===== config.mk =====
export PLATFORM = sky130hd
export DESIGN_NAME = ida_cell
export DESIGN_NICKNAME = d
export VERILOG_FILES = /design/src/design/ida_pkg.sv /design/src/design/ida_cell.sv
export SDC_FILE = /design/constraint.sdc
export NUM_CORES = 1
export LEC_CHECK = 0
export BUFFER_PORTS_ARGS = -buffer_cell sky130_fd_sc_hd__buf_2
export CAP_MARGIN = 20
export CORE_MARGIN = 2
export CORE_UTILIZATION = 41
export CTS_CLUSTER_DIAMETER = 120
export CTS_CLUSTER_SIZE = 12
export DETAILED_ROUTE_END_ITERATION = 8
export PLACE_DENSITY = 0.84
export SLEW_MARGIN = 20
export SYNTH_ARGS = -nofsm -noshare
export SYNTH_HDL_FRONTEND = slang
export SYNTH_SLANG_ARGS = --single-unit

===== constraint.sdc =====
create_clock -name clock -period 6.03 [get_ports clock]
set_input_delay 1.206 -clock clock [delete_from_list [all_inputs] [get_ports clock]]
set_output_delay 1.206 -clock clock [all_outputs]
set_load 0.01 [all_outputs]

===== src/design/ida_pkg.sv =====
`timescale 1ns / 1ps
// Package for the indexed insert/delete array core.
// Holds the transaction structs, operation and status codes and the cell control struct.
// No dependencies.
package ida_pkg;

   localparam int POS_W   = 6;
   localparam int COUNT_W = 7;
   localparam int WORD_W  = 32;

   localparam logic [2:0] OP_PUSH   = 3'd0;
   localparam logic [2:0] OP_POP    = 3'd1;
   localparam logic [2:0] OP_INSERT = 3'd2;
   localparam logic [2:0] OP_DELETE = 3'd3;
   localparam logic [2:0] OP_READ   = 3'd4;

   localparam logic [1:0] ST_OK        = 2'd0;
   localparam logic [1:0] ST_BAD_INDEX = 2'd1;
   localparam logic [1:0] ST_EMPTY     = 2'd2;
   localparam logic [1:0] ST_FULL      = 2'd3;

   typedef struct packed {
      logic [2:0]               operation;
      logic [POS_W-1:0]         position;
      logic signed [WORD_W-1:0] word_in;
   } req_type;

   typedef struct packed {
      logic signed [WORD_W-1:0] word_out;
      logic [COUNT_W-1:0]       count;
      logic                     is_empty;
      logic [1:0]               status;
   } rsp_type;

   typedef struct packed {
      logic ins;
      logic del;
   } cell_ctl_type;

endpackage


===== src/design/ida_cell.sv =====
`timescale 1ns / 1ps
// One storage cell of the array chain.
// Loads the new word, its left neighbor or its right neighbor; depends on ida_pkg.
module ida_cell import ida_pkg::*; #(
   parameter int DATA_WIDTH = 32,
   parameter int POS_WIDTH  = 7,
   parameter int INDEX      = 0
) (
   input  logic                  clock,
   input  cell_ctl_type          ctl,
   input  logic [POS_WIDTH-1:0]  pos,
   input  logic [DATA_WIDTH-1:0] word,
   input  logic [DATA_WIDTH-1:0] left_data,
   input  logic [DATA_WIDTH-1:0] right_data,
   output logic [DATA_WIDTH-1:0] data_out
);

   localparam logic [POS_WIDTH-1:0] MY_INDEX = POS_WIDTH'(INDEX);

   logic [DATA_WIDTH-1:0] data_ff;
   logic [DATA_WIDTH-1:0] data_in;

   always_comb begin
      data_in = data_ff;
      if (ctl.ins) begin
         if (MY_INDEX == pos) begin
            data_in = word;
         end else if (MY_INDEX > pos) begin
            data_in = left_data;
         end
      end else if (ctl.del && (MY_INDEX >= pos)) begin
         data_in = right_data;
      end
   end

   always_ff @(posedge clock) begin
      data_ff <= data_in;
   end

   assign data_out = data_ff;

endmodule


==> results.cfg <==
[outcome]
status = finished clean

[synthesis]
ys_seq_area_frac = 0.507
yosysWarnings = 0
syn_area_um2 = 1900
yosysTopAreaCell = edfxtp_1
syn_inst = 202
ys_types = 15
synth_nets = 308
ys_seq_elements = 32
avgSynthCellArea_um2 = 9.39
yosys.area.top_type_share = 0.507
ys_top_cells_by_area = edfxtp_1 (51%), o21ai_0 (8.4%), nand4b_1 (7.4%)

[final_layout]
layout-drive-gt1-share = 0.453
largest_reg_flops = 32
antenna_cells = 0
area_growth_pct = 39.8
fin_nets = 435
layout.filler_cells = 403
fin_util = 0.601
stdcell_count = 379

[clock_tree]
cts_sinks = 32
clock_path_buffers = 2
path_clk_slew_ns = 0.06
root_buffer = clkbuf_8
cts.htree.levels = 2
cts_hold_buf = 0
cts_buffers = 5
post_cts_buffers = 0
cts_tree = yes
cts_resized = 0

[floorplan]
rows = 24
io_pins = 138
die_h_um = 72.0
coreArea_um2 = 4410
die-area_um2 = 5190
die_x_um = 72.0
start_util = 0.430

[routing]
first_iter_violations = 100
wirelength_um = 5290
dr_total_vias = 2013
drt.antenna.violating_nets = 0
viasPerCell = 5.31
drt-pass1-iter-count = 4
drc_errors = 0
wl_per_cell_um = 14.0

[placed_design]
portBuffers = 137
dp.final_hpwl_um = 3760
dp_cells = 374
gp_congestion = 0.796

[grt]
antenna_found_initial = 0
grt_pass1_vias = 1970
grt_max_degree = 66
overflow = 0
grt_usage = 0.198
grt_pass1_wl_um = 7980

[sta]
tightest_slew_ns = 1.06
maxSlewViolCount = 0
slew-limit-headroom = 0.294
fmax_mhz = 356
rsz0062_at_grt = false
min_period_over_period = 0.466
min_period_ns = 2.81
finalHoldViolCount = 0
fin_setup_tns_ns = 0
finalSetupViolCount = 0

[critical_path]
start_kind = input port
crit_path_end_kind = register
required_ns = 5.96
crit_arrival_ns = 2.74
cp_max_fo = 49
criticalPathCategory = input port to register

[pwr]
p_leak_nw = 1.17
power_density_nw_per_um2 = 178
ir_worst_vdd_uv = 93.7
power_mw = 0.471

[hold_path]
holdPathStages = 3
min_path_type = input port to register
holdCritStartpoint = right_data[25]
min_to = data_out[25]$_DFFE_PP_

[run]
timing.max_cap.violations = 0
## final cells by class
class,count,area (um^2),area share
Clock buffer,5,68.8,0.0260
Inverter,16,60.1,0.0227
Multi-Input combinational cell,134,788,0.297
Sequential cell,32,961,0.362
Tap cell,52,65.1,0.0245
Timing Repair Buffer,140,708,0.267
## per-layer routing
metal / vias to the layer above / wire length (um) / GRT usage
li1: 1002 / - / -
met1: 902 / 2060 / 0.199
met2: 101 / 2740 / 0.376
met3: 8 / 440 / 0.0569
met4: 0 / 55 / 0.0901
met5: - / 0 / 0
## cells in the mapped netlist, drive strengths merged
| library cell | n |
|---|---|
| nor2 | 34 |
| edfxtp | 32 |
| o21ai | 32 |
| a21oi | 16 |
| a31oi | 16 |
| clkbuf | 16 |
| inv | 16 |
| nand4b | 16 |
| o31a | 16 |
| buf | 4 |
| nor3 | 1 |
| nor4 | 1 |
| or3 | 1 |
| or4 | 1 |
## placed cells by master, fill, tap and decap left out
cell / netlist / routed
buf_2: 2 / 137
clkbuf_8: 0 / 5
o31a_1: 16 / 16
inv_1: 16 / 16
buf_4: 0 / 3
edfxtp_1: 32 / 32
or4_4: 1 / 1
nand4b_1: 16 / 16
nor4_2: 1 / 1
a31oi_1: 16 / 16
o21ai_0: 32 / 32
a21oi_1: 16 / 16
nor2_1: 34 / 34
nor3_2: 0 / 1
or3_1: 1 / 1
## stage by stage
step	setup WS (ns)	hold slack (ns)	cell area [um^2]
after floorplan	1.23	1.43	1900
after global placement	2.98	1.53	2580
after detailed placement	2.93	1.53	2580
after CTS	3.22	1.24	2650
after global routing	3.07	1.25	2650
final	3.22	1.26	2650
## cells by family (layout without fill, tap and decap cells)
family          Yosys count  in the layout  synth area share
compound gates           80             80             0.253
simple gates             54             54             0.160
buf+inv                  36            161            0.0805
flops                    32             32             0.507
## worst max-delay path, stage by stage
cell and delay (ns):
buf_2 0.11, or4_4 0.76, nor3_2 0.24, buf_4 0.39
## worst max-delay path by stage
stage | startpoint | slack, ns | end | cells after the start
2_1_floorplan | pos[4] | 1.23 | data_out[0]$_DFFE_PP_ | 4
3_3_place_gp | pos[4] | 2.98 | data_out[10]$_DFFE_PP_ | 4
3_5_place_dp | pos[4] | 2.93 | data_out[10]$_DFFE_PP_ | 4
4_1_cts | pos[4] | 3.22 | data_out[10]$_DFFE_PP_ | 4
5_1_grt | ctl[1] | 3.07 | data_out[14]$_DFFE_PP_ | 4
6_report | pos[4] | 3.22 | data_out[21]$_DFFE_PP_ | 4
## power breakdown
part	internal, mW	switching (mW)
clock	0.0741	0.0665
combinational	0.0420	0.0398
sequential	0.248	0.000293
total	0.364	0.107
(Power assumes the default switching activity.)
